==> src/rtl/kve_pkg.sv <==
// ----------------------------------------------------------------------------
// Keyword value extractor package
// Shared constants, types and the saturating decimal digit step.
// ----------------------------------------------------------------------------
package kve_pkg;

   // Keyword geometry.
   localparam int MAX_KEY_LEN = 8;
   localparam int CHAR_W      = 8;
   localparam int KEY_BYTES_W = CHAR_W * MAX_KEY_LEN;
   localparam int KEY_LEN_W   = 4;

   // Parsed value geometry.
   localparam int VALUE_W                 = 31;
   localparam logic [VALUE_W-1:0] VALUE_MAX = '1;

   // Character codes of the decimal digits.
   localparam logic [CHAR_W-1:0] CHAR_ZERO = 8'h30;
   localparam logic [CHAR_W-1:0] CHAR_NINE = 8'h39;

   // Configuration register indexes.
   localparam int CSR_IDX_W = 1;
   localparam logic [CSR_IDX_W-1:0] CSR_KEY_BYTES  = 1'b0;
   localparam logic [CSR_IDX_W-1:0] CSR_KEY_LENGTH = 1'b1;

   // One message character as held in the input register.
   typedef struct packed {
      logic [CHAR_W-1:0] rx_byte;
      logic              end_of_message;
   } item_type;

   // Handshake between the input register and the parse core.
   typedef struct packed {
      logic     valid;
      item_type item;
   } stage_type;

   // Result of one saturating digit step.
   typedef struct packed {
      logic [VALUE_W-1:0] value;
      logic               overflow;
   } acc_result_type;

   // Multiply the accumulator by ten and add a digit, saturating at the maximum.
   function automatic acc_result_type add_digit(input logic [VALUE_W-1:0] acc,
                                                input logic [3:0]         digit);
      logic [VALUE_W+3:0] sum;
      acc_result_type     res;
      sum = {1'b0, acc, 3'b000} + {3'b000, acc, 1'b0} + {{VALUE_W{1'b0}}, digit};
      res.overflow = |sum[VALUE_W+3:VALUE_W];
      res.value    = res.overflow ? VALUE_MAX : sum[VALUE_W-1:0];
      return res;
   endfunction

endpackage

==> src/rtl/kve_in_reg.sv <==
// ----------------------------------------------------------------------------
// Keyword value extractor input register
// Captures one request transaction and holds it until the core takes it.
// ----------------------------------------------------------------------------
module kve_in_reg (
   input  logic                   clock,
   input  logic                   reset,
   input  logic                   req_valid,
   output logic                   req_ready,
   input  logic [7:0]             req_rx_byte,
   input  logic                   req_end_of_message,
   input  logic                   advance,
   output kve_pkg::stage_type     stage
);
   import kve_pkg::*;

   logic     valid_ff;
   item_type item_ff;

   // The register can take a new character when empty or when it empties now.
   assign req_ready = !valid_ff || advance;

   always_ff @(posedge clock) begin
      if (reset) begin
         valid_ff <= 1'b0;
      end else if (req_ready) begin
         valid_ff <= req_valid;
      end
   end

   // Payload needs no reset.
   always_ff @(posedge clock) begin
      if (req_valid && req_ready) begin
         item_ff.rx_byte        <= req_rx_byte;
         item_ff.end_of_message <= req_end_of_message;
      end
   end

   assign stage.valid = valid_ff;
   assign stage.item  = item_ff;

endmodule

==> src/rtl/kve_parse_core.sv <==
// ----------------------------------------------------------------------------
// Keyword value extractor parse core
// Keyword window compare, digit accumulation and the result register.
// ----------------------------------------------------------------------------
module kve_parse_core (
   input  logic                               clock,
   input  logic                               reset,
   input  kve_pkg::stage_type                 stage,
   output logic                               advance,
   input  logic                               csr_wr_en,
   input  logic [kve_pkg::CSR_IDX_W-1:0]      csr_index,
   input  logic [kve_pkg::KEY_BYTES_W-1:0]    csr_wdata,
   output logic                               rsp_valid,
   input  logic                               rsp_ready,
   output logic [kve_pkg::VALUE_W-1:0]        rsp_parsed_value,
   output logic                               rsp_keyword_found,
   output logic                               rsp_value_overflow
);
   import kve_pkg::*;

   // Configuration registers.
   logic [KEY_BYTES_W-1:0] key_bytes_ff;
   logic [KEY_LEN_W-1:0]   key_length_ff;

   // Message state.
   logic [CHAR_W-1:0]    window_ff [MAX_KEY_LEN];
   logic [CHAR_W-1:0]    window_in [MAX_KEY_LEN];
   logic [KEY_LEN_W-1:0] bytes_seen_ff, bytes_seen_in;
   logic                 match_seen_ff, match_seen_in;
   logic [VALUE_W-1:0]   prefix_value_ff, prefix_value_in;
   logic                 prefix_open_ff, prefix_open_in;
   logic [VALUE_W-1:0]   after_value_ff, after_value_in;
   logic                 after_open_ff, after_open_in;
   logic [1:0]           overflow_ff, overflow_in;

   // Result register.
   logic               rsp_valid_ff;
   logic [VALUE_W-1:0] rsp_value_ff;
   logic               rsp_found_ff;
   logic               rsp_overflow_ff;

   logic [CHAR_W-1:0]      chr;
   logic [CHAR_W-1:0]      digit_full;
   logic                   is_digit;
   logic                   last;
   logic                   finish;
   logic [MAX_KEY_LEN-1:0] match_len;
   logic                   hit;
   acc_result_type         prefix_add;
   acc_result_type         after_add;

   assign chr        = stage.item.rx_byte;
   assign last       = stage.item.end_of_message;
   assign is_digit   = (chr >= CHAR_ZERO) && (chr <= CHAR_NINE);
   assign digit_full = chr - CHAR_ZERO;
   assign prefix_add = add_digit(prefix_value_ff, digit_full[3:0]);
   assign after_add  = add_digit(after_value_ff, digit_full[3:0]);

   // A character moves on unless it ends a message while the result is still held.
   assign advance = stage.valid && (!last || !rsp_valid_ff || rsp_ready);
   assign finish  = advance && last;

   // Configuration writes.
   always_ff @(posedge clock) begin
      if (reset) begin
         key_bytes_ff  <= '0;
         key_length_ff <= '0;
      end else if (csr_wr_en) begin
         case (csr_index)
            CSR_KEY_BYTES:  key_bytes_ff  <= csr_wdata;
            CSR_KEY_LENGTH: key_length_ff <= csr_wdata[KEY_LEN_W-1:0];
            default:        key_bytes_ff  <= key_bytes_ff;
         endcase
      end
   end

   // Window after shifting in the current character, newest in slot zero.
   always_comb begin
      window_in[0] = chr;
      for (int i = 1; i < MAX_KEY_LEN; i++) begin
         window_in[i] = window_ff[i-1];
      end
   end

   // Compare the shifted window for every possible keyword length in parallel.
   always_comb begin
      for (int l = 1; l <= MAX_KEY_LEN; l++) begin
         match_len[l-1] = 1'b1;
         for (int i = 0; i < l; i++) begin
            if (window_in[l-1-i] != key_bytes_ff[CHAR_W*i +: CHAR_W]) begin
               match_len[l-1] = 1'b0;
            end
         end
      end
   end

   // Select the configured length; a zero or oversized length never matches.
   always_comb begin
      hit = 1'b0;
      for (int l = 1; l <= MAX_KEY_LEN; l++) begin
         if (key_length_ff == KEY_LEN_W'(l) && bytes_seen_in >= KEY_LEN_W'(l)) begin
            hit = match_len[l-1];
         end
      end
   end

   // Saturating count of characters seen before the first match.
   always_comb begin
      bytes_seen_in = bytes_seen_ff;
      if (!match_seen_ff && bytes_seen_ff < KEY_LEN_W'(MAX_KEY_LEN)) begin
         bytes_seen_in = bytes_seen_ff + 1'b1;
      end
   end

   // Next message state for the current character.
   always_comb begin
      prefix_value_in = prefix_value_ff;
      prefix_open_in  = prefix_open_ff;
      after_value_in  = after_value_ff;
      after_open_in   = after_open_ff;
      match_seen_in   = match_seen_ff;
      overflow_in     = overflow_ff;

      // Digit run at the start of the message.
      if (prefix_open_ff) begin
         if (is_digit) begin
            prefix_value_in = prefix_add.value;
            if (prefix_add.overflow) begin
               overflow_in[0] = 1'b1;
            end
         end else begin
            prefix_open_in = 1'b0;
         end
      end

      // Digit run after the keyword, or the search for it.
      if (match_seen_ff) begin
         if (after_open_ff) begin
            if (is_digit) begin
               after_value_in = after_add.value;
               if (after_add.overflow) begin
                  overflow_in[1] = 1'b1;
               end
            end else begin
               after_open_in = 1'b0;
            end
         end
      end else if (hit) begin
         match_seen_in  = 1'b1;
         after_open_in  = 1'b1;
         after_value_in = '0;
      end
   end

   // Message state registers; the end of a message returns them to reset.
   always_ff @(posedge clock) begin
      if (reset || finish) begin
         for (int i = 0; i < MAX_KEY_LEN; i++) begin
            window_ff[i] <= '0;
         end
         bytes_seen_ff   <= '0;
         match_seen_ff   <= 1'b0;
         prefix_value_ff <= '0;
         prefix_open_ff  <= 1'b1;
         after_value_ff  <= '0;
         after_open_ff   <= 1'b0;
         overflow_ff     <= '0;
      end else if (advance) begin
         if (!match_seen_ff) begin
            for (int i = 0; i < MAX_KEY_LEN; i++) begin
               window_ff[i] <= window_in[i];
            end
         end
         bytes_seen_ff   <= bytes_seen_in;
         match_seen_ff   <= match_seen_in;
         prefix_value_ff <= prefix_value_in;
         prefix_open_ff  <= prefix_open_in;
         after_value_ff  <= after_value_in;
         after_open_ff   <= after_open_in;
         overflow_ff     <= overflow_in;
      end
   end

   // Result valid flag.
   always_ff @(posedge clock) begin
      if (reset) begin
         rsp_valid_ff <= 1'b0;
      end else if (finish) begin
         rsp_valid_ff <= 1'b1;
      end else if (rsp_ready) begin
         rsp_valid_ff <= 1'b0;
      end
   end

   // Result payload: the keyword run if the keyword was seen, else the prefix run.
   always_ff @(posedge clock) begin
      if (finish) begin
         rsp_found_ff    <= match_seen_in;
         rsp_value_ff    <= match_seen_in ? after_value_in : prefix_value_in;
         rsp_overflow_ff <= match_seen_in ? overflow_in[1] : overflow_in[0];
      end
   end

   assign rsp_valid          = rsp_valid_ff;
   assign rsp_parsed_value   = rsp_value_ff;
   assign rsp_keyword_found  = rsp_found_ff;
   assign rsp_value_overflow = rsp_overflow_ff;

endmodule

==> src/rtl/keyword_value_extractor.sv <==
// Path: the last character passes through the input register, then the result register.
// Throughput: one character per cycle; the input register and the result register
// decouple the two channels, and only a held result stalls a message's last character.
// Reset: synchronous, active high; clears the keyword configuration, all message
// state and both valid flags.
// ----------------------------------------------------------------------------
// Keyword value extractor
// Finds a configured keyword in a character stream and parses the decimal
// value that follows it, or else the leading digit run, reporting once per message.
// ----------------------------------------------------------------------------
module keyword_value_extractor (
   input  logic                               clock,
   input  logic                               reset,
   input  logic                               req_valid,
   output logic                               req_ready,
   input  logic [7:0]                         req_rx_byte,
   input  logic                               req_end_of_message,
   output logic                               rsp_valid,
   input  logic                               rsp_ready,
   output logic [kve_pkg::VALUE_W-1:0]        rsp_parsed_value,
   output logic                               rsp_keyword_found,
   output logic                               rsp_value_overflow,
   input  logic                               csr_wr_en,
   input  logic [kve_pkg::CSR_IDX_W-1:0]      csr_index,
   input  logic [kve_pkg::KEY_BYTES_W-1:0]    csr_wdata
);
   import kve_pkg::*;

   stage_type stage;
   logic      advance;

   // Input register.
   kve_in_reg u_in_reg (
      .clock              (clock),
      .reset              (reset),
      .req_valid          (req_valid),
      .req_ready          (req_ready),
      .req_rx_byte        (req_rx_byte),
      .req_end_of_message (req_end_of_message),
      .advance            (advance),
      .stage              (stage)
   );

   // Search, accumulation and result register.
   kve_parse_core u_core (
      .clock              (clock),
      .reset              (reset),
      .stage              (stage),
      .advance            (advance),
      .csr_wr_en          (csr_wr_en),
      .csr_index          (csr_index),
      .csr_wdata          (csr_wdata),
      .rsp_valid          (rsp_valid),
      .rsp_ready          (rsp_ready),
      .rsp_parsed_value   (rsp_parsed_value),
      .rsp_keyword_found  (rsp_keyword_found),
      .rsp_value_overflow (rsp_value_overflow)
   );

endmodule

==> config.mk <==
export PLATFORM = sky130hd
export DESIGN_NAME = keyword_value_extractor
export DESIGN_NICKNAME = d
export VERILOG_FILES = /design/src/rtl/kve_pkg.sv /design/src/rtl/kve_in_reg.sv /design/src/rtl/kve_parse_core.sv /design/src/rtl/keyword_value_extractor.sv
export SDC_FILE = /design/constraint.sdc
export NUM_CORES = 1
export LEC_CHECK = 0
export BUFFER_PORTS_ARGS = -buffer_cell sky130_fd_sc_hd__buf_2
export CAP_MARGIN = 20
export CORE_MARGIN = 2
export CORE_UTILIZATION = 30
export CTS_BUF_LIST = sky130_fd_sc_hd__clkbuf_2 sky130_fd_sc_hd__clkbuf_4 sky130_fd_sc_hd__clkbuf_8
export CTS_CLUSTER_SIZE = 12
export DETAILED_ROUTE_END_ITERATION = 8
export PLACE_DENSITY_LB_ADDON = 0.25
export SLEW_MARGIN = 15
export SYNTH_ARGS = -nofsm -noshare
export SYNTH_HDL_FRONTEND = slang
export SYNTH_SLANG_ARGS = --single-unit
==> constraint.sdc <==
create_clock -name clock -period 6.1 [get_ports clock]
set_clock_uncertainty 0.15 [all_clocks]
set_input_delay 0.61 -clock clock [delete_from_list [all_inputs] [get_ports clock]]
set_output_delay 0.61 -clock clock [all_outputs]
set_load 0.03 [all_outputs]
# Word-level counts from Yosys, hierarchy flattened
# Memory sizes are Yosys's and may differ from the RTL's.
# Index checks and enable logic that the tools add are counted.
totals:
  word_cells: 200
  ramBits: 64
  n_memories: 1
  output_inout_bits: 35
  input_bits: 79
  ff_bits: 183
op_classes:
  magnitude_cmp: 11
  n_reduce_logical: 28
  n_eq_ne: 44
  muxes: 85
  n_addsub: 6
  bitwise: 9
memory_table:
  columns: ["memory", "words", "word_bits", "rd", "rd_ports_with_merged_regs", "write_ports", "line_no", "source"]
  rows:
  - ["u_core.window_ff", 8, 8, 7, 0, 8, "kve_parse_core.sv:26", "logic [CHAR_W-1:0] window_ff [MAX_KEY_LEN];"]
op_table:
  columns: ["operator", "count"]
  rows:
  - ["inequality test 8 bit", 36]
  - ["2-to-1 mux 31 bit", 9]
  - ["adder 34 x 32 -> 35 bit", 2]
  - ["adder 35 x 4 -> 35 bit", 2]
  - ["2-to-1 mux 1 bit", 67]
  - ["2-to-1 mux 8 bit", 8]
  - ["equality test 4 x 3 -> 1 bit (second input constant)", 4]
  - [">= comparator 4 x 3 -> 1 bit (second input constant)", 4]
  - ["logical AND 1 bit", 13]
  - ["equality test 4 x 2 -> 1 bit (second input constant)", 2]
  - [">= comparator 4 x 2 -> 1 bit (second input constant)", 2]
  - [">= comparator 8 x 6 -> 1 bit (second input constant)", 1]
  - ["<= comparator 8 x 6 -> 1 bit (second input constant)", 1]
  - ["bitwise OR 1 bit", 8]
  - ["OR reduction 4 bit", 2]
  - ["AND reduction 2 bit", 3]
  - ["adder 4 x 1 -> 4 bit (second input constant)", 1]
  - ["equality test 4 x 1 -> 1 bit (second input constant)", 1]
  - ["equality test 4 bit (second input constant)", 1]
  - [">= comparator 4 x 1 -> 1 bit (second input constant)", 1]
  - [">= comparator 4 bit (second input constant)", 1]
  - ["logical NOT 1 bit", 4]
  - ["logical OR 1 bit", 4]
  - ["less-than comparator 4 bit (second input constant)", 1]
  - ["4 further kinds", 5]

# Logic depth before layout (Yosys ltp)
# Gate-level depths: netlist (run 1).
depth:
  depth_word: 16
  ltp_mapped: 13
  mapped_depth_nobuf: 12

# Modules after synthesis
# Synthesis (run 1) repeated with hierarchy kept, for this count alone.
hier_totals:
  hier_cells: 2005
  hier_area_um2: 17377.9
by_module_without_submodules:
  columns: ["mod", "area_each_um2", "n_inst", "cells_each", "seq_area_each_um2"]
  rows:
  - ["kve_parse_core", 17045.1, 1, 1990, 5475.3]
  - ["kve_in_reg", 332.8, 1, 15, 290.3]

# Worst setup path before layout (run 1)
# OpenSTA, ideal clock, no wires.
synth_path:
  path_kind: "input-to-reg"
  from: "in rsp_ready"
  to: "mem u_core.window_ff[0][0] (enable)"
  setup_ps: 547
  path_buffers: 0
  t_arrival_ps: 4926
  required_ps: 5403
  cell_stages: 4
  path_slack_ps: 477
  cell_sequence: "nor2b_1 nand2_1 nand2_1 o21ai_0"
synth_rtl:
  columns: ["element", "line_no", "source"]
  rows:
  - ["start: declaration", "keyword_value_extractor.sv:19", "input logic rsp_ready,"]
  - ["end: declaration", "kve_parse_core.sv:26", null]

# Worst setup path after layout (run 1)
layout_path:
  from: "reg u_core.key_bytes_ff[5]"
  to: "reg u_core.after_value_ff[15]"
layout_via:
  elab_chain_len: 12
  elab_cells_between_ends: 54
  classes_between: "eq/ne: 8; mux: 46"
layout_lines:
  columns: ["element", "line_no", "source"]
  rows:
  - ["start: declaration", "kve_parse_core.sv:22", "logic [KEY_BYTES_W-1:0] key_bytes_ff;"]
  - ["start signal: assignment", "kve_parse_core.sv:70", "CSR_KEY_BYTES: key_bytes_ff <= csr_wdata;"]
  - ["start signal: assignment", "kve_parse_core.sv:72", "default: key_bytes_ff <= key_bytes_ff;"]
  - ["inequality test 8 bit", "kve_parse_core.sv:90", "if (window_in[l-1-i] != key_bytes_ff[CHAR_W*i +: CHAR_W]) begin"]
  - ["2-to-1 mux 1 bit", "kve_parse_core.sv:90", null]
  - ["2-to-1 mux 1 bit, on equally long branches (7 in series)", "kve_parse_core.sv:101, kve_parse_core.sv:90", null]
  - ["2-to-1 mux 1 bit (*)", "kve_parse_core.sv:101", "if (key_length_ff == KEY_LEN_W'(l) && bytes_seen_in >= KEY_LEN_W'(l)) begin"]
  - ["2-to-1 mux 31 bit (*)", "kve_parse_core.sv:148", "end else if (hit) begin"]
  - ["2-to-1 mux 31 bit (*)", "kve_parse_core.sv:137", "if (match_seen_ff) begin"]
  - ["end signal: assignment", "kve_parse_core.sv:178", "after_value_ff <= after_value_in;"]
  - ["end: declaration", "kve_parse_core.sv:32", "logic [VALUE_W-1:0] after_value_ff, after_value_in;"]
# Every way passes the cells marked *; elsewhere a longest branch is shown, timed or not.
# A chain may end at the register's enable or synchronous reset.

==> results of run 1 <==
repair_timing:
| item | 4_1_cts | 5_1_grt |
|---|---|---|
| endpoints found under the hold margin | 2 | 0 |
| hold buffers | 2 | 0 |
| buffers inserted | 0 | 0 |
final timing paths:
check | endpoint | slack (ns) | start
setup reg to reg | u_core.after_value_ff[15] | 1.65 | u_core.key_bytes_ff[5]
hold / removal | u_in_reg.stage[0] | 0.04 | req_end_of_message
hold reg to reg | u_core.overflow_ff[1] | 0.31 | u_core.overflow_ff[1]
setup / recovery | u_core.after_value_ff[15] | 1.65 | u_core.key_bytes_ff[5]
registers in the layout (all words and copies together) (netlist names), 2 cells and up:
name / count
u_core.after_value_ff: 31
u_core.bytes_seen_ff: 4
u_core.key_bytes_ff: 64
u_core.key_length_ff: 4
u_core.overflow_ff: 2
u_core.prefix_value_ff: 31
u_core.rsp_parsed_value: 31
u_core.window_ff: 56
u_in_reg.stage: 9
synth_stat cells (15+ instances only):
master    instances  area (um^2)
nand2_1         230          863
xnor2_1         196         1720
a21oi_1         172          861
xor2_1          148         1300
dfxtp_1         141         2820
o21ai_0         129          646
ha_1            123         1540
nor2_1          104          390
clkbuf_1         99          372
edfxtp_1         98         2940
nor4_1           72          450
buf_2            71          355
and2_1           64          400
o22ai_1          62          388
nand4_1          58          363
o211ai_1         38          285
nand3_1          27          135
a21o_1           18          135
inv_1            17         63.8
nor3_1           15         75.1
final cells by class:
| class | count | area, um^2 | share of cell area (%) |
|---|---|---|---|
| antenna | 1 | 2.50 | 0.0128 |
| clock buffer | 66 | 827 | 4.22 |
| clock inverter | 17 | 220 | 1.12 |
| inverter | 17 | 63.8 | 0.326 |
| multi-input combinational | 1624 | 11000 | 56.1 |
| sequential | 239 | 5770 | 29.4 |
| tap | 765 | 957 | 4.88 |
| timing repair buffer | 138 | 766 | 3.91 |
kinds of logic (layout without fill, tap and decap cells):
group                      after synthesis  in the layout  synth area share (%)
and+or+nand+nor                        627            627                  17.6
AOI/OAI and AO/OA                      523            523                  18.0
xor gates and xnor gates               344            344                  17.1
DFF                                    239            239                  32.7
buffers and inverters                  205            238                  5.18
adders and majority gates              127            127                  9.19
muxes                                    3              3                 0.199
other                                    0              1                     0
report_power, final:
part	switching, mW	leakage (nW)	internal [mW]	total [mW]
clock network	0.763	0.551	1.09	1.85
registers	0.161	2.18	1.73	1.89
logic	0.233	5.41	0.191	0.424
layer usage:
metal / global-route usage, % / vias to the layer above
met5: 0 / -
met3: 3.64 / 94
met4: 5.46 / 0
met1: 28.3 / 7512
li1: - / 7368
met2: 31.7 / 512
metrics by stage:
stage	hold slack [ns]	instance area (um^2)	cells	setup slack, ns
detailed placement	0.293	18500	2780	1.66
finish	0.0406	19600	2867	1.65
global placement	0.295	18500	2780	1.77
CTS	0.000654	19600	2865	1.67
floorplan	0.276	17600	2068	0.477
global route	0.00754	19600	2866	1.29
==> flow_summary.yaml, run 1 <==
outcome:
  outcome: "completed"
drt:
  wl_met2_mm: 27.6
  topRoutingLayerUsed: "met4"
  vias_per_cell: 5.40
  detail-route-antenna-nets: 0
  wl_met1_mm: 28.9
  drtIter0Drc: 1347
  drc: 0
  vias: 15486
  met3RoutedLength_mm: 4.06
  first_pass_iters: 6
  avgRoutedWirePerCell_um: 21.7
  drt_wl_total_mm: 62.1
layout:
  final_util_pct: 33.8
  nets: 2271
  layout-drive-gt1-share_pct: 12.0
  fillerInstances: 6137
  most-common-layout-cells: "229 x nand2_1, 196 x xnor2_1, 172 x a21oi_1, 148 x xor2_1, 141 x dfxtp_1"
  final_common_cell: "nand2_1"
  syn_to_final_growth_pct: 11.2
sta:
  tightestPinTransition_ns: 1.11
  timing_hold_violations_final: 0
  final-setup-viol-count: 0
  finalCriticalPeriod_ns: 4.45
  fin_tns_setup_ns: 0
  fin_crit_sh_pct: 73.0
  rsz0062_at_grt: "no"
  clock.fmax_mhz: 225
  slew_viol_final: 0
  slew_headroom_pct: 25.0
synthesis:
  ys_ff_latch: 239
  synth_edf_count: 98
  synth_area_per_cell_um2: 8.52
  ys_seq_area_share_pct: 32.7
  syn_area_um2: 17600
  synth_cells: 2068
  synthArstFlopShare_pct: 0
  ys_warn_count: 0
  synthFlopType: "dfxtp_1"
  syn-num-nets: 2274
  synth_cell_type_count: 81
pwr:
  p_per_area_nw_per_um2: 212
  power_leakage_nw: 8.14
  total_power_mw: 4.16
  ir_worst_vdd_mv: 0.160
worst_setup_path:
  worstSetupPathType: "reg -> reg"
  path_cells: "xor2_1 > nor4_1 > nand4_1 > nor4_1 > nor4bb_1 > a311oi_2 > nor2_4 > nor2_4 > o22ai_1"
  arrival_ns: 4.75
  slowest_delay_ns: 0.80
  cp_num_cells: 9
  slowest_stage: "dfxtp_1"
  path_max_fanout: 34
  cp.required_ns: 6.40
  end_kind: "register"
  path_buf_inv: 0
  crit_family: "simple AND/OR/NAND/NOR gates"
  worstSetupStartpointType: "register"
  worstRegToRegCells: 9
hold_path:
  whs_path_depth: 1
  worstHoldPathType: "in -> reg"
clocking:
  root_buffer: "clkbuf_8"
  cts.path.max_buffers: 3
  cts_tree: "yes"
  cts.sinks: 239
  cts_buffers: 45
  post_cts_resize_count: 0
  clk_latency_ns: 0.64
  htree_levels: 2
  clk_pin_slew_ns: 0.06
global_route:
  globalRouteTotalUtil_pct: 20.2
  grt_pass1_vias: 14993
  grt_first_pass_wirelength_mm: 94.1
  grt_max_degree: 73
  gr-total-overflow: 0
  antenna_found_initial: 1
place:
  gp_congestion: 0.995
  dp_hpwl_mm: 45.7
  port_buffers: 113
die:
  die_h_um: 246
  die_x_um: 246
  coreArea_um2: 57900
  ios: 114
  row_count: 88
  start_util_pct: 30.4
  die-area_um2: 60700
flow_run:
  maxCapViolations: 0
No activity file was read; power rests on OpenSTA's default activity.
==> inputs of run 2 (changes only) <==
clock period = 4.5 ns   (was 6.1 ns; I/O delays follow)
==> run 2 against run 1 <==
Power increased by 39%. Clock power increased by 39%. Utilization increased by 2.0 points. Non-clock buffer count increased by 111. Fmax increased by 4.7%. Via count increased by 3.7%. Sequential power increased by 34%. Sequential share of layout area decreased by 1.6 points. Critical path depth increased by 3. Count of clock-buffer cells in the layout increased by 6. Worst hold slack improved by 0.0046 ns. Global-route usage increased by 1.1 points. Critical path type unchanged. Highest routed layer unchanged.
==> flow_summary.yaml, run 2 (same netlist as run 1, synthesis figures left out) <==
sta:
  slew_viol_final: 0
  fin_crit_sh_pct: 94.4
  final-setup-viol-count: 0
  fin_tns_setup_ns: 0
  clock.fmax_mhz: 235
  slew_headroom_pct: 43.5
  tightestPinTransition_ns: 0.845
  timing_hold_violations_final: 0
  finalCriticalPeriod_ns: 4.25
  rsz0062_at_grt: "no"
layout:
  regMostFlops: "u_core.key_bytes_ff"
  diodes: 0
  fillerInstances: 5996
  syn_to_final_growth_pct: 17.7
  nets: 2383
  final_util_pct: 35.8
  final_common_cell: "nand2_1"
  layout-drive-gt1-share_pct: 13.4
  most-common-layout-cells: "230 x nand2_1, 196 x xnor2_1, 171 x a21oi_1, 148 x xor2_1, 141 x dfxtp_1"
  largest_reg_flops: 64
  largestRegisters: "u_core.key_bytes_ff: 64 flops, u_core.window_ff: 56 flops"
drt:
  detail-route-antenna-nets: 0
  avgRoutedWirePerCell_um: 22.0
  vias: 16065
  first_pass_iters: 6
  drtIter0Drc: 1045
  drt_wl_total_mm: 65.6
  vias_per_cell: 5.39
  drc: 0
global_route:
  antenna_found_initial: 0
  grt_first_pass_wirelength_mm: 99.0
  gr-total-overflow: 0
  grt_pass1_vias: 15940
  grt_max_degree: 104
  globalRouteTotalUtil_pct: 21.3
die:
  coreArea_um2: 57900
  die_h_um: 246
  die_x_um: 246
  die-area_um2: 60700
  start_util_pct: 30.4
  ios: 114
  row_count: 88
flow_run:
  maxCapViolations: 0
hold_path:
  worstHoldPathType: "in -> reg"
clocking:
  clk_latency_ns: 0.61
  cts.sinks: 239
  cts.path.max_buffers: 3
  cts_tree: "yes"
  root_buffer: "clkbuf_8"
  htree_levels: 2
  cts_buffers: 46
  clk_pin_slew_ns: 0.06
place:
  gp_congestion: 1.02
  port_buffers: 113
  dp_hpwl_mm: 47.9
pwr:
  total_power_mw: 5.78
  power_leakage_nw: 8.68
  p_per_area_nw_per_um2: 279
  ir_worst_vdd_mv: 0.270
worst_setup_path:
  arrival_ns: 4.45
  path_max_fanout: 27
  worstSetupPathType: "reg -> reg"
  worstSetupStartpointType: "register"
  end_kind: "register"
  cp.required_ns: 4.70
outcome:
  outcome: "completed"
-- run 2: where the power goes --
part / total (mW) / switching (mW) / internal, mW / leakage (nW)
Sequential: 2.53 / 0.187 / 2.34 / 2.18
Clock: 2.57 / 1.02 / 1.55 / 0.572
Combinational: 0.688 / 0.369 / 0.319 / 5.92
-- run 2: worst max-delay path: stages (launching register included) --
cell      delay, ns
edfxtp_1       0.49
fa_1           0.55
fa_1           0.43
a21o_1         0.19
nand4_1        0.15
a21oi_2        0.11
o41ai_2        0.51
a21oi_1        0.17
o21ai_1        0.24
o211ai_4       0.17
buf_4          0.28
nor4_1         0.41
o22ai_1        0.13
-- run 2: what timing repair did --
item | in CTS | in global routing
hold buffers | 76 | 0
endpoints found under the setup margin | 0 | 32
gates resized for setup | 0 | 4
hold endpoints to repair | 79 | 0
buffers inserted | 0 | 1
-- run 2: worst paths after layout --
kind / start / endpoint / slack [ns] / depth (start not counted)
worst max-delay path: u_in_reg.stage[4] / u_core.rsp_parsed_value[5] / 0.25 / 12
worst min-delay path: csr_index / u_core.key_length_ff[1] / 0.05 / 3
worst max register to register: u_in_reg.stage[4] / u_core.rsp_parsed_value[5] / 0.25 / 12
worst min register to register: u_core.overflow_ff[1] / u_core.overflow_ff[1] / 0.31 / 2
-- run 2: cell type report --
| class | instances | area, um^2 | share of cell area [%] |
|---|---|---|---|
| timing repair buffer | 249 | 1850 | 8.90 |
| multi-input combinational | 1624 | 11000 | 53.1 |
| clock buffer | 72 | 891 | 4.29 |
| clock inverter | 14 | 204 | 0.983 |
| inverter | 17 | 63.8 | 0.308 |
| tap | 765 | 957 | 4.61 |
| sequential | 239 | 5770 | 27.8 |
-- run 2: layer usage --
layer,track usage (%),up-vias,part of all wire [%]
met4,7.49,0,3.5
met5,0,-,0
met2,35.4,499,46
li1,-,7590,-
met1,27.9,7855,45
met3,3.33,121,5.3
-- run 2: stage by stage --
step	instances	setup slack (ns)	hold WS [ns]	cell area, um^2
final	2980	0.250	0.0452	20700
after global routing	2980	0.00965	0.0321	20700
after CTS	2978	0.131	0.00538	20700
after detailed placement	2816	0.161	0.299	18800
after global placement	2816	0.215	0.288	18800
after floorplan	2068	0.0966	0.276	17600
